File: config.mk
export PLATFORM = sky130hd
export DESIGN_NAME = glyph_string_square_generator
export DESIGN_NICKNAME = d
export VERILOG_FILES = /design/src/sv/gssg_pkg.sv /design/src/sv/glyph_string_square_generator.sv /design/src/sv/gssg_font_rom.sv /design/src/sv/gssg_scan.sv
export VERILOG_INCLUDE_DIRS = /design/src /design/src/sv
export SDC_FILE = /design/constraint.sdc
export NUM_CORES = 1
export LEC_CHECK = 0
export BUFFER_PORTS_ARGS = -buffer_cell sky130_fd_sc_hd__clkbuf_2
export CORE_MARGIN = 1
export CORE_UTILIZATION = 50
export CTS_BUF_LIST = sky130_fd_sc_hd__clkbuf_8
export DETAILED_ROUTE_END_ITERATION = 7
export PLACE_DENSITY = 0.7
export REMOVE_ABC_BUFFERS = 1
export SLEW_MARGIN = 20
export SYNTH_ARGS = -nofsm -noshare
export SYNTH_HDL_FRONTEND = slang
export SYNTH_HIERARCHICAL = 1
export SYNTH_SLANG_ARGS = --single-unit
File: constraint.sdc
create_clock -name clk -period 3.7 [get_ports clk]
set_input_delay 0 -clock clk [delete_from_list [all_inputs] [get_ports clk]]
set_output_delay 0 -clock clk [all_outputs]
set_load 0.03 [all_outputs]
File: src/sv/glyph_string_square_generator_defines.svh
// Assertion macros for the glyph string square generator.
// Used by modules that carry concurrent checks; expects clk and arst_n in scope.
`ifndef GLYPH_STRING_SQUARE_GENERATOR_DEFINES_SVH
`define GLYPH_STRING_SQUARE_GENERATOR_DEFINES_SVH
`ifndef NO_ASSERTIONS
// Same-cycle implication, checked at every rising edge out of reset.
`define GSSG_ASSERT_NOW(label, ante, cons, msg) \
	label: assert property (@(posedge clk) disable iff (!arst_n) (ante) |-> (cons)) \
		else $error(msg);
// Next-cycle implication, checked at every rising edge out of reset.
`define GSSG_ASSERT_NEXT(label, ante, cons, msg) \
	label: assert property (@(posedge clk) disable iff (!arst_n) (ante) |=> (cons)) \
		else $error(msg);
`else
`define GSSG_ASSERT_NOW(label, ante, cons, msg)
`define GSSG_ASSERT_NEXT(label, ante, cons, msg)
`endif
`endif

File: src/sv/gssg_pkg.sv
// Package for the glyph string square generator: field widths, glyph codes,
// the 7x5 font table and the font read request type. No dependencies.
`timescale 1ns / 1ps
package gssg_pkg;

	localparam int unsigned GLYPH_COLUMNS  = 7;
	localparam int unsigned GLYPH_ROWS     = 5;
	localparam int unsigned GLYPH_CELLS    = GLYPH_COLUMNS * GLYPH_ROWS;
	localparam int unsigned GLYPH_COUNT    = 39;
	localparam int unsigned GLYPH_IDX_W    = $clog2(GLYPH_COUNT);
	localparam int unsigned ROW_W          = $clog2(GLYPH_ROWS);
	localparam int unsigned COORD_BITS_DEF = 16;

	localparam int unsigned CHAR_W   = 8;
	localparam int unsigned ORIGIN_W = 16;
	localparam int unsigned SCALE_W  = 5;
	localparam int unsigned COLOR_W  = 32;
	localparam int unsigned STEP_W   = 8;

	localparam logic [CHAR_W-1:0] CHAR_UPPER_A = 8'h41;
	localparam logic [CHAR_W-1:0] CHAR_UPPER_Z = 8'h5A;
	localparam logic [CHAR_W-1:0] CHAR_DIGIT_0 = 8'h30;
	localparam logic [CHAR_W-1:0] CHAR_DIGIT_9 = 8'h39;
	localparam logic [CHAR_W-1:0] CHAR_SPACE   = 8'h20;
	localparam logic [CHAR_W-1:0] CHAR_COLON   = 8'h3A;

	localparam logic [GLYPH_IDX_W-1:0] GLYPH_DIGIT_BASE = 6'd26;
	localparam logic [GLYPH_IDX_W-1:0] GLYPH_SPACE      = 6'd36;
	localparam logic [GLYPH_IDX_W-1:0] GLYPH_COLON      = 6'd37;
	localparam logic [GLYPH_IDX_W-1:0] GLYPH_BOX        = 6'd38;

	typedef struct packed {
		logic                   en;
		logic [GLYPH_IDX_W-1:0] idx;
	} font_req_t;

	function automatic logic [GLYPH_IDX_W-1:0] gssg_glyph_index(input logic [CHAR_W-1:0] code);
		logic [GLYPH_IDX_W-1:0] idx;
		if (code inside {[CHAR_UPPER_A:CHAR_UPPER_Z]}) begin
			idx = GLYPH_IDX_W'(code - CHAR_UPPER_A);
		end else if (code inside {[CHAR_DIGIT_0:CHAR_DIGIT_9]}) begin
			idx = GLYPH_IDX_W'(code - CHAR_DIGIT_0) + GLYPH_DIGIT_BASE;
		end else if (code == CHAR_SPACE) begin
			idx = GLYPH_SPACE;
		end else if (code == CHAR_COLON) begin
			idx = GLYPH_COLON;
		end else begin
			idx = GLYPH_BOX;
		end
		return idx;
	endfunction

	// Row-major cells, row 0 in the top bits, column 0 leftmost in each row.
	function automatic logic [GLYPH_CELLS-1:0] gssg_font_rows(input logic [GLYPH_IDX_W-1:0] idx);
		logic [GLYPH_CELLS-1:0] r;
		case (idx)
			6'd0:        r = 35'b0011100_0100010_0111110_0100010_0100010;
			6'd1:        r = 35'b0011100_0100010_0111100_0100010_0111100;
			6'd2:        r = 35'b0011110_0100000_0100000_0100000_0011110;
			6'd3:        r = 35'b0111100_0100010_0100010_0100010_0111100;
			6'd4:        r = 35'b0011100_0100000_0111000_0100000_0011100;
			6'd5:        r = 35'b0011110_0100000_0111100_0100000_0100000;
			6'd6:        r = 35'b0011100_0100000_0100110_0100010_0011100;
			6'd7:        r = 35'b0100010_0100010_0111110_0100010_0100010;
			6'd8:        r = 35'b0111110_0001000_0001000_0001000_0111110;
			6'd9:        r = 35'b0011110_0000010_0000010_0100010_0011100;
			6'd10:       r = 35'b0100010_0100100_0111000_0100100_0100010;
			6'd11:       r = 35'b0100000_0100000_0100000_0100000_0011110;
			6'd12:       r = 35'b0100010_0110110_0101010_0100010_0100010;
			6'd13:       r = 35'b0100010_0110010_0101010_0100110_0100010;
			6'd14:       r = 35'b0011100_0100010_0100010_0100010_0011100;
			6'd15:       r = 35'b0011100_0100010_0111100_0100000_0100000;
			6'd16:       r = 35'b0011100_0100010_0100010_0101010_0010110;
			6'd17:       r = 35'b0011100_0100010_0111100_0100010_0100010;
			6'd18:       r = 35'b0011110_0100000_0011100_0000010_0111100;
			6'd19:       r = 35'b0111110_0001000_0001000_0001000_0001000;
			6'd20:       r = 35'b0100010_0100010_0100010_0100010_0011100;
			6'd21:       r = 35'b0100010_0100010_0010100_0010100_0001000;
			6'd22:       r = 35'b0100010_0100010_0101010_0110110_0011100;
			6'd23:       r = 35'b0100010_0010100_0001000_0010100_0100010;
			6'd24:       r = 35'b0100010_0010100_0001000_0001000_0001000;
			6'd25:       r = 35'b0111110_0000100_0001000_0010000_0111110;
			6'd26:       r = 35'b0011100_0110010_0101010_0100110_0011100;
			6'd27:       r = 35'b0001000_0011000_0001000_0001000_0011100;
			6'd28:       r = 35'b0011100_0100010_0000100_0001000_0111110;
			6'd29:       r = 35'b0111100_0000010_0001100_0000010_0111100;
			6'd30:       r = 35'b0001100_0010100_0100100_0111110_0000100;
			6'd31:       r = 35'b0111110_0100000_0111100_0000010_0111100;
			6'd32:       r = 35'b0011100_0100000_0111100_0100010_0011100;
			6'd33:       r = 35'b0111110_0000010_0000100_0001000_0010000;
			6'd34:       r = 35'b0011100_0100010_0011100_0100010_0011100;
			6'd35:       r = 35'b0011100_0100010_0011110_0000010_0011100;
			GLYPH_SPACE: r = '0;
			GLYPH_COLON: r = 35'b0100000_0100000_0000000_0100000_0100000;
			default:     r = 35'b1111111_1010101_1001001_1010101_1111111;
		endcase
		return r;
	endfunction

endpackage

File: src/sv/glyph_string_square_generator.sv
// Top level of the glyph string square generator: font ROM and sequencer.
// Depends on gssg_pkg, gssg_font_rom and gssg_scan.
//
//   channel  handshake          payload
//   in       in_valid/in_stall  char_code origin_x origin_y scale pixel_color start_of_string
//   out      out_valid/out_stall square_x square_y square_size square_color last_square
//
// An item is accepted and its glyph read from the font ROM; the scan then steps one
// glyph cell per cycle up to its last set cell, unless an output square stalls.
// A space has no set cells and ends after the ROM read. A stalled square freezes
// the scan; the next item is accepted once the scan ends, even while the final
// square still waits. Reset clears the pen offset to zero and drops any item in flight.
`timescale 1ns / 1ps
module glyph_string_square_generator #(
	parameter int unsigned COORD_BITS = gssg_pkg::COORD_BITS_DEF
) (
	input  logic                                 clk,
	input  logic                                 arst_n,
	input  logic                                 in_valid,
	output logic                                 in_stall,
	input  logic [gssg_pkg::CHAR_W-1:0]          char_code,
	input  logic signed [gssg_pkg::ORIGIN_W-1:0] origin_x,
	input  logic signed [gssg_pkg::ORIGIN_W-1:0] origin_y,
	input  logic [gssg_pkg::SCALE_W-1:0]         scale,
	input  logic [gssg_pkg::COLOR_W-1:0]         pixel_color,
	input  logic                                 start_of_string,
	output logic                                 out_valid,
	input  logic                                 out_stall,
	output logic signed [gssg_pkg::ORIGIN_W-1:0] square_x,
	output logic signed [gssg_pkg::ORIGIN_W-1:0] square_y,
	output logic [gssg_pkg::SCALE_W-1:0]         square_size,
	output logic [gssg_pkg::COLOR_W-1:0]         square_color,
	output logic                                 last_square
);
	import gssg_pkg::*;

	font_req_t              font_req;
	logic [GLYPH_CELLS-1:0] font_cells;

	gssg_font_rom u_font_rom (
		.clk   (clk),
		.req   (font_req),
		.cells (font_cells)
	);

	gssg_scan #(
		.COORD_BITS (COORD_BITS)
	) u_scan (
		.clk             (clk),
		.arst_n          (arst_n),
		.in_valid        (in_valid),
		.in_stall        (in_stall),
		.char_code       (char_code),
		.origin_x        (origin_x),
		.origin_y        (origin_y),
		.scale           (scale),
		.pixel_color     (pixel_color),
		.start_of_string (start_of_string),
		.font_req        (font_req),
		.font_cells      (font_cells),
		.out_valid       (out_valid),
		.out_stall       (out_stall),
		.square_x        (square_x),
		.square_y        (square_y),
		.square_size     (square_size),
		.square_color    (square_color),
		.last_square     (last_square)
	);

endmodule

File: src/sv/gssg_font_rom.sv
// Synchronous font ROM: one glyph per read, cells returned column-major
// (bit column*ROWS+row) in the cycle after the request. Depends on gssg_pkg.
`timescale 1ns / 1ps
module gssg_font_rom (
	input  logic                            clk,
	input  gssg_pkg::font_req_t             req,
	output logic [gssg_pkg::GLYPH_CELLS-1:0] cells
);
	import gssg_pkg::*;

	logic [GLYPH_CELLS-1:0] rows;
	logic [GLYPH_CELLS-1:0] col_major;
	logic [GLYPH_CELLS-1:0] cells_q;

	assign rows = gssg_font_rows(req.idx);

	always_comb begin
		for (int c = 0; c < GLYPH_COLUMNS; c++) begin
			for (int r = 0; r < GLYPH_ROWS; r++) begin
				col_major[c * GLYPH_ROWS + r] = rows[GLYPH_CELLS - 1 - (r * GLYPH_COLUMNS + c)];
			end
		end
	end

	always_ff @(posedge clk) begin
		if (req.en) begin
			cells_q <= col_major;
		end
	end

	assign cells = cells_q;

endmodule

File: src/sv/gssg_scan.sv
// Character sequencer: pen offset, font fetch, cell scan and square output
// register. Depends on gssg_pkg, the assertion macro header and the font ROM read data.
`timescale 1ns / 1ps
`include "glyph_string_square_generator_defines.svh"
module gssg_scan #(
	parameter int unsigned COORD_BITS = gssg_pkg::COORD_BITS_DEF
) (
	input  logic                                 clk,
	input  logic                                 arst_n,
	input  logic                                 in_valid,
	output logic                                 in_stall,
	input  logic [gssg_pkg::CHAR_W-1:0]          char_code,
	input  logic signed [gssg_pkg::ORIGIN_W-1:0] origin_x,
	input  logic signed [gssg_pkg::ORIGIN_W-1:0] origin_y,
	input  logic [gssg_pkg::SCALE_W-1:0]         scale,
	input  logic [gssg_pkg::COLOR_W-1:0]         pixel_color,
	input  logic                                 start_of_string,
	output gssg_pkg::font_req_t                  font_req,
	input  logic [gssg_pkg::GLYPH_CELLS-1:0]     font_cells,
	output logic                                 out_valid,
	input  logic                                 out_stall,
	output logic signed [gssg_pkg::ORIGIN_W-1:0] square_x,
	output logic signed [gssg_pkg::ORIGIN_W-1:0] square_y,
	output logic [gssg_pkg::SCALE_W-1:0]         square_size,
	output logic [gssg_pkg::COLOR_W-1:0]         square_color,
	output logic                                 last_square
);
	import gssg_pkg::*;

	localparam logic [1:0] ST_IDLE  = 2'd0;
	localparam logic [1:0] ST_FETCH = 2'd1;
	localparam logic [1:0] ST_SCAN  = 2'd2;
	localparam logic [ROW_W-1:0] ROW_LAST = ROW_W'(GLYPH_ROWS - 1);

	logic [1:0]             state_q;
	logic [COORD_BITS-1:0]  pen_q;
	logic [GLYPH_CELLS-1:0] mask_q;
	logic [ROW_W-1:0]       row_q;
	logic                   out_valid_q;

	logic [COORD_BITS-1:0]  cur_x_q;
	logic [COORD_BITS-1:0]  cur_y_q;
	logic [COORD_BITS-1:0]  base_y_q;
	logic [SCALE_W-1:0]     scale_q;
	logic [COLOR_W-1:0]     color_q;
	logic [ORIGIN_W-1:0]    sq_x_q;
	logic [ORIGIN_W-1:0]    sq_y_q;
	logic [SCALE_W-1:0]     sq_size_q;
	logic [COLOR_W-1:0]     sq_color_q;
	logic                   sq_last_q;

	logic                   accept;
	logic                   adv;
	logic                   rest_empty;
	logic [COORD_BITS-1:0]  pen_eff;
	logic [COORD_BITS-1:0]  ox_c;
	logic [COORD_BITS-1:0]  oy_c;
	logic [STEP_W-1:0]      pen_step;

	assign in_stall   = (state_q != ST_IDLE);
	assign accept     = in_valid && !in_stall;
	assign adv        = (state_q == ST_SCAN) && (!out_valid_q || !out_stall);
	assign rest_empty = (mask_q[GLYPH_CELLS-1:1] == '0);

	assign pen_eff  = start_of_string ? '0 : pen_q;
	assign ox_c     = COORD_BITS'(origin_x);
	assign oy_c     = COORD_BITS'(origin_y);
	assign pen_step = STEP_W'(scale) * STEP_W'(GLYPH_COLUMNS);

	assign font_req.en  = accept;
	assign font_req.idx = gssg_glyph_index(char_code);

	always_ff @(posedge clk or negedge arst_n) begin
		if (!arst_n) begin
			state_q     <= ST_IDLE;
			pen_q       <= '0;
			mask_q      <= '0;
			row_q       <= '0;
			out_valid_q <= 1'b0;
		end else begin
			case (state_q)
				ST_IDLE: begin
					if (accept) begin
						pen_q   <= pen_eff + COORD_BITS'(pen_step);
						state_q <= ST_FETCH;
					end
				end
				ST_FETCH: begin
					mask_q  <= font_cells;
					row_q   <= '0;
					state_q <= (font_cells == '0) ? ST_IDLE : ST_SCAN;
				end
				ST_SCAN: begin
					if (adv) begin
						mask_q <= mask_q >> 1;
						row_q  <= (row_q == ROW_LAST) ? '0 : row_q + 1'b1;
						if (rest_empty) begin
							state_q <= ST_IDLE;
						end
					end
				end
				default: begin
					state_q <= ST_IDLE;
				end
			endcase
			if (adv && mask_q[0]) begin
				out_valid_q <= 1'b1;
			end else if (!out_stall) begin
				out_valid_q <= 1'b0;
			end
		end
	end

	always_ff @(posedge clk) begin
		if (accept) begin
			cur_x_q  <= ox_c + pen_eff;
			cur_y_q  <= oy_c;
			base_y_q <= oy_c;
			scale_q  <= scale;
			color_q  <= pixel_color;
		end else if (adv) begin
			if (row_q == ROW_LAST) begin
				cur_x_q <= cur_x_q + COORD_BITS'(scale_q);
				cur_y_q <= base_y_q;
			end else begin
				cur_y_q <= cur_y_q + COORD_BITS'(scale_q);
			end
		end
		if (adv && mask_q[0]) begin
			sq_x_q     <= ORIGIN_W'(cur_x_q);
			sq_y_q     <= ORIGIN_W'(cur_y_q);
			sq_size_q  <= scale_q;
			sq_color_q <= color_q;
			sq_last_q  <= rest_empty;
		end
	end

	assign out_valid    = out_valid_q;
	assign square_x     = sq_x_q;
	assign square_y     = sq_y_q;
	assign square_size  = sq_size_q;
	assign square_color = sq_color_q;
	assign last_square  = sq_last_q;

	`GSSG_ASSERT_NEXT(a_accept_fetch, accept, state_q == ST_FETCH, "accepted item did not fetch")
	`GSSG_ASSERT_NOW(a_scan_mask, state_q == ST_SCAN, mask_q != '0, "scan with no cells left")
	`GSSG_ASSERT_NOW(a_row_range, 1'b1, row_q <= ROW_LAST, "row counter out of range")
	`GSSG_ASSERT_NEXT(a_last_idle, adv && rest_empty, state_q == ST_IDLE, "scan ran past last cell")
	`GSSG_ASSERT_NEXT(a_pen_hold, !accept, $stable(pen_q), "pen moved without an item")

endmodule

# --- After elaboration in Yosys (flattened, before gate mapping) ---
# Memory sizes are Yosys's and may differ from the RTL's. A register that Yosys moved wholly into a read port is not among the register bits.
# Index checks and enable logic that the tools add are counted.
word_totals:
  rom_bits: 2240
  reg_bits: 212
  n_memories: 1
classes:
  n_reduce_logical: 20
  n_mux: 23
  add_sub_neg: 8
  n_eq_ne: 9
  order_cmp: 4
  n_mul: 1
mem_list:
  columns: ["name", "depth", "width", "read_ports", "rd_ports_with_merged_regs", "wr", "line", "text"]
  rows:
  - ["(no name shown)", 64, 35, 1, 1, 0, "gssg_pkg.sv:56", "case (idx)"]
op_table:
  columns: ["op", "n"]
  rows:
  - ["2-to-1 mux 16 bit", 7]
  - ["case mux 35 bit (2 select lines)", 1]
  - ["logical NOT 35 bit", 1]
  - ["2-to-1 mux 35 bit", 1]
  - ["logical NOT 34 bit", 1]
  - ["adder 16 x 5 -> 16 bit", 2]
  - ["2-to-1 mux 6 bit", 3]
  - ["adder 16 bit", 1]
  - ["adder 16 x 8 -> 16 bit", 1]
  - ["equality test 8 x 6 -> 1 bit, second input constant", 2]
  - ["2-to-1 mux 2 bit", 5]
  - ["greater-or-equal comparator 8 x 6 -> 1 bit, second input constant", 1]
  - ["greater-or-equal comparator 8 x 7 -> 1 bit, second input constant", 1]
  - ["<= comparator 8 x 6 -> 1 bit, second input constant", 1]
  - ["<= comparator 8 x 7 -> 1 bit, second input constant", 1]
  - ["multiplier 5 x 3 -> 8 bit, second input constant", 1]
  - ["!= test 2 x 1 -> 1 bit, second input constant", 4]
  - ["nonzero test 2 bit", 4]
  - ["adder 6 x 5 -> 6 bit, second input constant", 1]
  - ["2-to-1 mux 3 bit", 2]
  - ["case mux 2 bit (3 select lines)", 1]
  - ["case mux 3 bit (2 select lines)", 1]
  - ["AND reduction 2 bit", 3]
  - ["subtractor 6 x 1 -> 6 bit, second input constant", 1]
  - ["11 further kinds", 18]

# --- Logic depth before layout (Yosys ltp) ---
logic_depth:
  depth_word: 5
  mapped_depth: 16
  depth_no_buf: 14

# --- Hierarchy ---
# Netlist, hierarchy kept.
modules_own_cells:
  columns: ["module", "n_inst", "cells_each", "seq_area_each_um2", "area_per_inst_um2"]
  rows:
  - ["gssg_scan", 1, 872, 6080.8, 10460.0]
  - ["gssg_font_rom", 1, 248, 780.7, 2177.1]

# --- Least setup slack after synthesis ---
# No wires, ideal clock.
synth_path:
  path_kind: "input -> register"
  start: "input char_code[0] in the netlist's numbering"
  end: "register u_font_rom.cells_q[21] (netlist: u_font_rom/cells[21]) (data pin)"
  arrival_ns: 2.826
  required_time_ns: 3.430
  setup_ns: 0.270
  setup_slack_ns: 0.604
  cell_stages: 13
  path_cell_list: "inv_1 -> ha_1 -> nand2_1 -> o41ai_2 -> nor4b_4 -> a221oi_1 -> buf_2 -> inv_1 -> ha_1 -> clkbuf_1 -> a211o_1 -> a221oi_1 -> a21oi_1"
synth_lines:
  columns: ["element", "line", "text"]
  rows:
  - ["start, declared", "glyph_string_square_generator.sv:21", "input logic [gssg_pkg::CHAR_W-1:0] char_code,"]
  - ["end, declared", "gssg_font_rom.sv:13", "logic [GLYPH_CELLS-1:0] cells_q;"]

# --- Worst setup path after layout ---
layout_path:
  start: "input scale[0] in the netlist's numbering"
  end: "register u_scan.pen_q[15]"
layout_via:
  elab_chain_len: 2
layout_rtl:
  columns: ["element", "line", "text"]
  rows:
  - ["start, declared", "glyph_string_square_generator.sv:24", "input logic [gssg_pkg::SCALE_W-1:0] scale,"]
  - ["multiplier 5 x 3 -> 8 bit", "gssg_scan.sv:68", "assign pen_step = STEP_W'(scale) * STEP_W'(GLYPH_COLUMNS);"]
  - ["adder 16 x 8 -> 16 bit", "gssg_scan.sv:84", "pen_q <= pen_eff + COORD_BITS'(pen_step);"]
  - ["end signal, assigned", "gssg_scan.sv:84", null]
  - ["end, declared", "gssg_scan.sv:36", "logic [COORD_BITS-1:0] pen_q;"]
# Every way passes these cells.
# A chain may end at the register's enable or synchronous reset.

==> flow_summary.json <==
{
  "core-area_um2": 24500,
  "start_util_pct": 51.5,
  "globalRouteTotalUtil_pct": 23.3,
  "r2r-end": "u_scan/pen_q[15]",
  "fp.dieW_um": 161,
  "clk_latency_ps": 540,
  "period_minus_slack_ps": 2990,
  "grt_use_met2_pct": 37.6,
  "n_fill_cell": 1962,
  "synth_top_area_share_pct": 43.0,
  "ys_seq_area_share_pct": 54.3,
  "yosysUniqueCellTypes": 75,
  "crit_chain": "dlygate4sd3_1, clkbuf_2, fa_1, fa_1, inv_1, fa_1, nor2b_1, o21a_1, o21a_4, o21ai_2, or4_1, nand3_1",
  "synth_common_cells": "181 x edfxtp_1, 109 x nand2_1, 93 x o21ai_0",
  "ir_worst_vdd_mv": 0.391,
  "clock_skew_ps": 24.3,
  "vias": 9584,
  "port_buffers": 153,
  "cts_tree": "built",
  "dr.pass1.iters": 5,
  "rsz0062_at_grt": "no",
  "r2r_setup_slack_ps": 870,
  "synth_edf_count": 181,
  "syn2layout_area_growth_pct": 19.4,
  "final_core_util_pct": 61.5,
  "grt_pass1_wl_mm": 48.1,
  "drc": 0,
  "timing_worst_slew_pin_value_ps": 960,
  "path_buf_inv": 3,
  "std_cell_rows": 57,
  "design.die.area_um2": 25900,
  "cts_buffers": 41,
  "totalWireLength_mm": 30.5,
  "power.density_nw_per_um2": 683,
  "die_h_um": 161,
  "nets": 1491,
  "cp_slowest_cell": "fa_1",
  "r2r_cells": 10,
  "wl_per_cell_um": 18.0,
  "power.total_mw": 10.3,
  "cts_root_buf": "clkbuf_8",
  "syn_inst": 1120,
  "maxSlewViolCount": 0,
  "setup_viol": 0,
  "worstSetupStartpointType": "input port",
  "endpoint_kind": "flop",
  "grt_max_degree": 73,
  "busiest_layer": "met2",
  "crit_top_cell": "fa_1",
  "synth_area_leaders": "edfxtp_1 43%, dfrtp_1 11%, ha_1 5.6%",
  "p_leak_nw": 6.16,
  "synth_top_flop_cell": "edfxtp_1",
  "path_class": "input port to flop",
  "status": "complete, no violations",
  "crit_required_ps": 4170,
  "antenna_found_initial": 0,
  "use_met1_pct": 32.5,
  "fmaxAchievable_mhz": 334,
  "setup_tns_ps": 0,
  "crit_fanout": 6,
  "yosysMostFrequentCell": "edfxtp_1",
  "cap_violations": 0,
  "synth_area_leader_cell": "edfxtp_1",
  "gr-total-overflow": 0,
  "min_path_type": "input port to async pin",
  "path_delay_family": "adder cells",
  "fin_crit_sh_pct": 80.9,
  "clock_path_buffers": 3,
  "globalplace.congestion": 0.931,
  "synth.yosys.warnings": 6,
  "grt_pass1_vias": 9133,
  "drive_gt1_share_pct": 19.8,
  "slowest_delay_ps": 560,
  "worstPathArrival_ps": 3470,
  "synth_area_um2": 12600,
  "path_clk_slew_ps": 60,
  "drtIter0Drc": 1011,
  "htree_levels": 2,
  "ant_nets": 0,
  "cts_sinks": 238,
  "num_io_pins": 154,
  "r2r-start": "u_scan/pen_q[2]",
  "hold_viol": 0,
  "synth_seq_cells": 238,
  "synth-async-reset-ratio_pct": 23.9,
  "dpl.hpwl_mm": 20.8,
  "syn_area_per_cell_um2": 11.3,
  "drt-vias-per-instance": 5.65,
  "met3_usage_pct": 4.08,
  "timing.slew.headroom_pct": 36.0,
  "n_antenna_cell": 0
}
-- cell type report --
class / instances / area (um^2) / share of cell area [%]
flip-flops and latches: 238 / 6860 / 45.5
clock buffers: 42 / 578 / 3.83
repair buffers: 240 / 1610 / 10.7
multi-input cells: 768 / 5270 / 34.9
inverters: 52 / 198 / 1.31
well taps: 324 / 405 / 2.69
clock inverters: 31 / 169 / 1.12
-- cells by family (layout without fill, tap and decap cells) --
kind of cell | Yosys count | after routing | synth area share (%)
AND/OR/NAND/NOR | 339 | 339 | 13.4
XOR/XNOR | 32 | 32 | 2.22
buffers and inverters | 114 | 365 | 4.28
adder cells (fa/ha/maj) | 68 | 68 | 7.39
multiplexers | 42 | 42 | 3.33
flip-flops | 238 | 238 | 54.3
AO/OA/AOI/OAI | 287 | 287 | 15.1
-- sequential cells by signal, indices dropped and copies added, names as in the netlist, 16 cells and up --
signal               flops
u_scan/square_color     32
u_font_rom/cells        26
u_scan/square_y         16
u_scan/mask_q           35
u_scan/color_q          32
u_scan/square_x         16
u_scan/cur_y_q          16
u_scan/cur_x_q          16
u_scan/pen_q            16
u_scan/base_y_q         16
-- through the flow --
step / std cells / worst slack, ps / hold WS [ps] / instance area, um^2
after floorplan: 1058 / -1410 / -296 / 12300
after global placement: 1563 / 498 / 84.8 / 13700
after detailed placement: 1563 / 503 / 71.4 / 13700
after CTS: 1694 / 753 / 2.59 / 15100
after global routing: 1695 / 566 / 50.9 / 15100
final: 1695 / 706 / 25.7 / 15100
-- placed cells by master, fill, tap and decap left out, types with 22 or more instances in the layout --
cell           count
edfxtp_1         181
clkbuf_2         153
nand2_1          108
o21ai_0           92
inv_1             61
dlygate4sd3_1     58
ha_1              57
dfrtp_1           57
nor2_1            56
a21oi_1           45
clkbuf_8          42
mux2i_1           42
nand3_1           30
buf_4             26
nor2b_1           22
-- what timing repair did --
| item | in CTS | in global routing |
|---|---|---|
| hold buffers | 58 | 0 |
| endpoints found under the hold margin | 100 | 0 |
| setup buffers | 0 | 0 |
| resized for setup | 0 | 0 |
-- report_power, final --
part	internal [mW]	switching, mW	leakage (nW)
combinational	1.34	2.27	3.35
clock	1.14	1.07	0.435
sequential	3.98	0.512	2.38
total	6.45	3.86	6.16
-- worst max path at each step --
stage / startpoint / endpoint / slack (ps) / cells after the start
after floorplan: u_scan/state_q[0] / u_scan/last_square / -1410 / 2
after global placement: char_code[0] / u_font_rom/cells[14] / 500 / 15
after detailed placement: char_code[0] / u_font_rom/cells[19] / 500 / 13
after CTS: scale[0] / u_scan/pen_q[15] / 750 / 12
after global routing: scale[0] / u_scan/pen_q[15] / 570 / 12
final: scale[0] / u_scan/pen_q[15] / 710 / 12
-- metal layers --
metal,part of all wire (%),wire length [um]
met2,46,14100
met1,45,13800
met4,1.7,505
met3,6.9,2100
met5,0,0
-- worst reg2reg max path, stage by stage, from the launching register on --
cell and delay (ps):
dfrtp_1 370, nor2b_1 170, fa_1 550, inv_1 70, fa_1 480, nor2b_1 140, o21a_1 150, o21a_4 150
o21ai_2 100, or4_1 490, nand3_1 100
No activity file was read; power rests on OpenSTA's default activity.
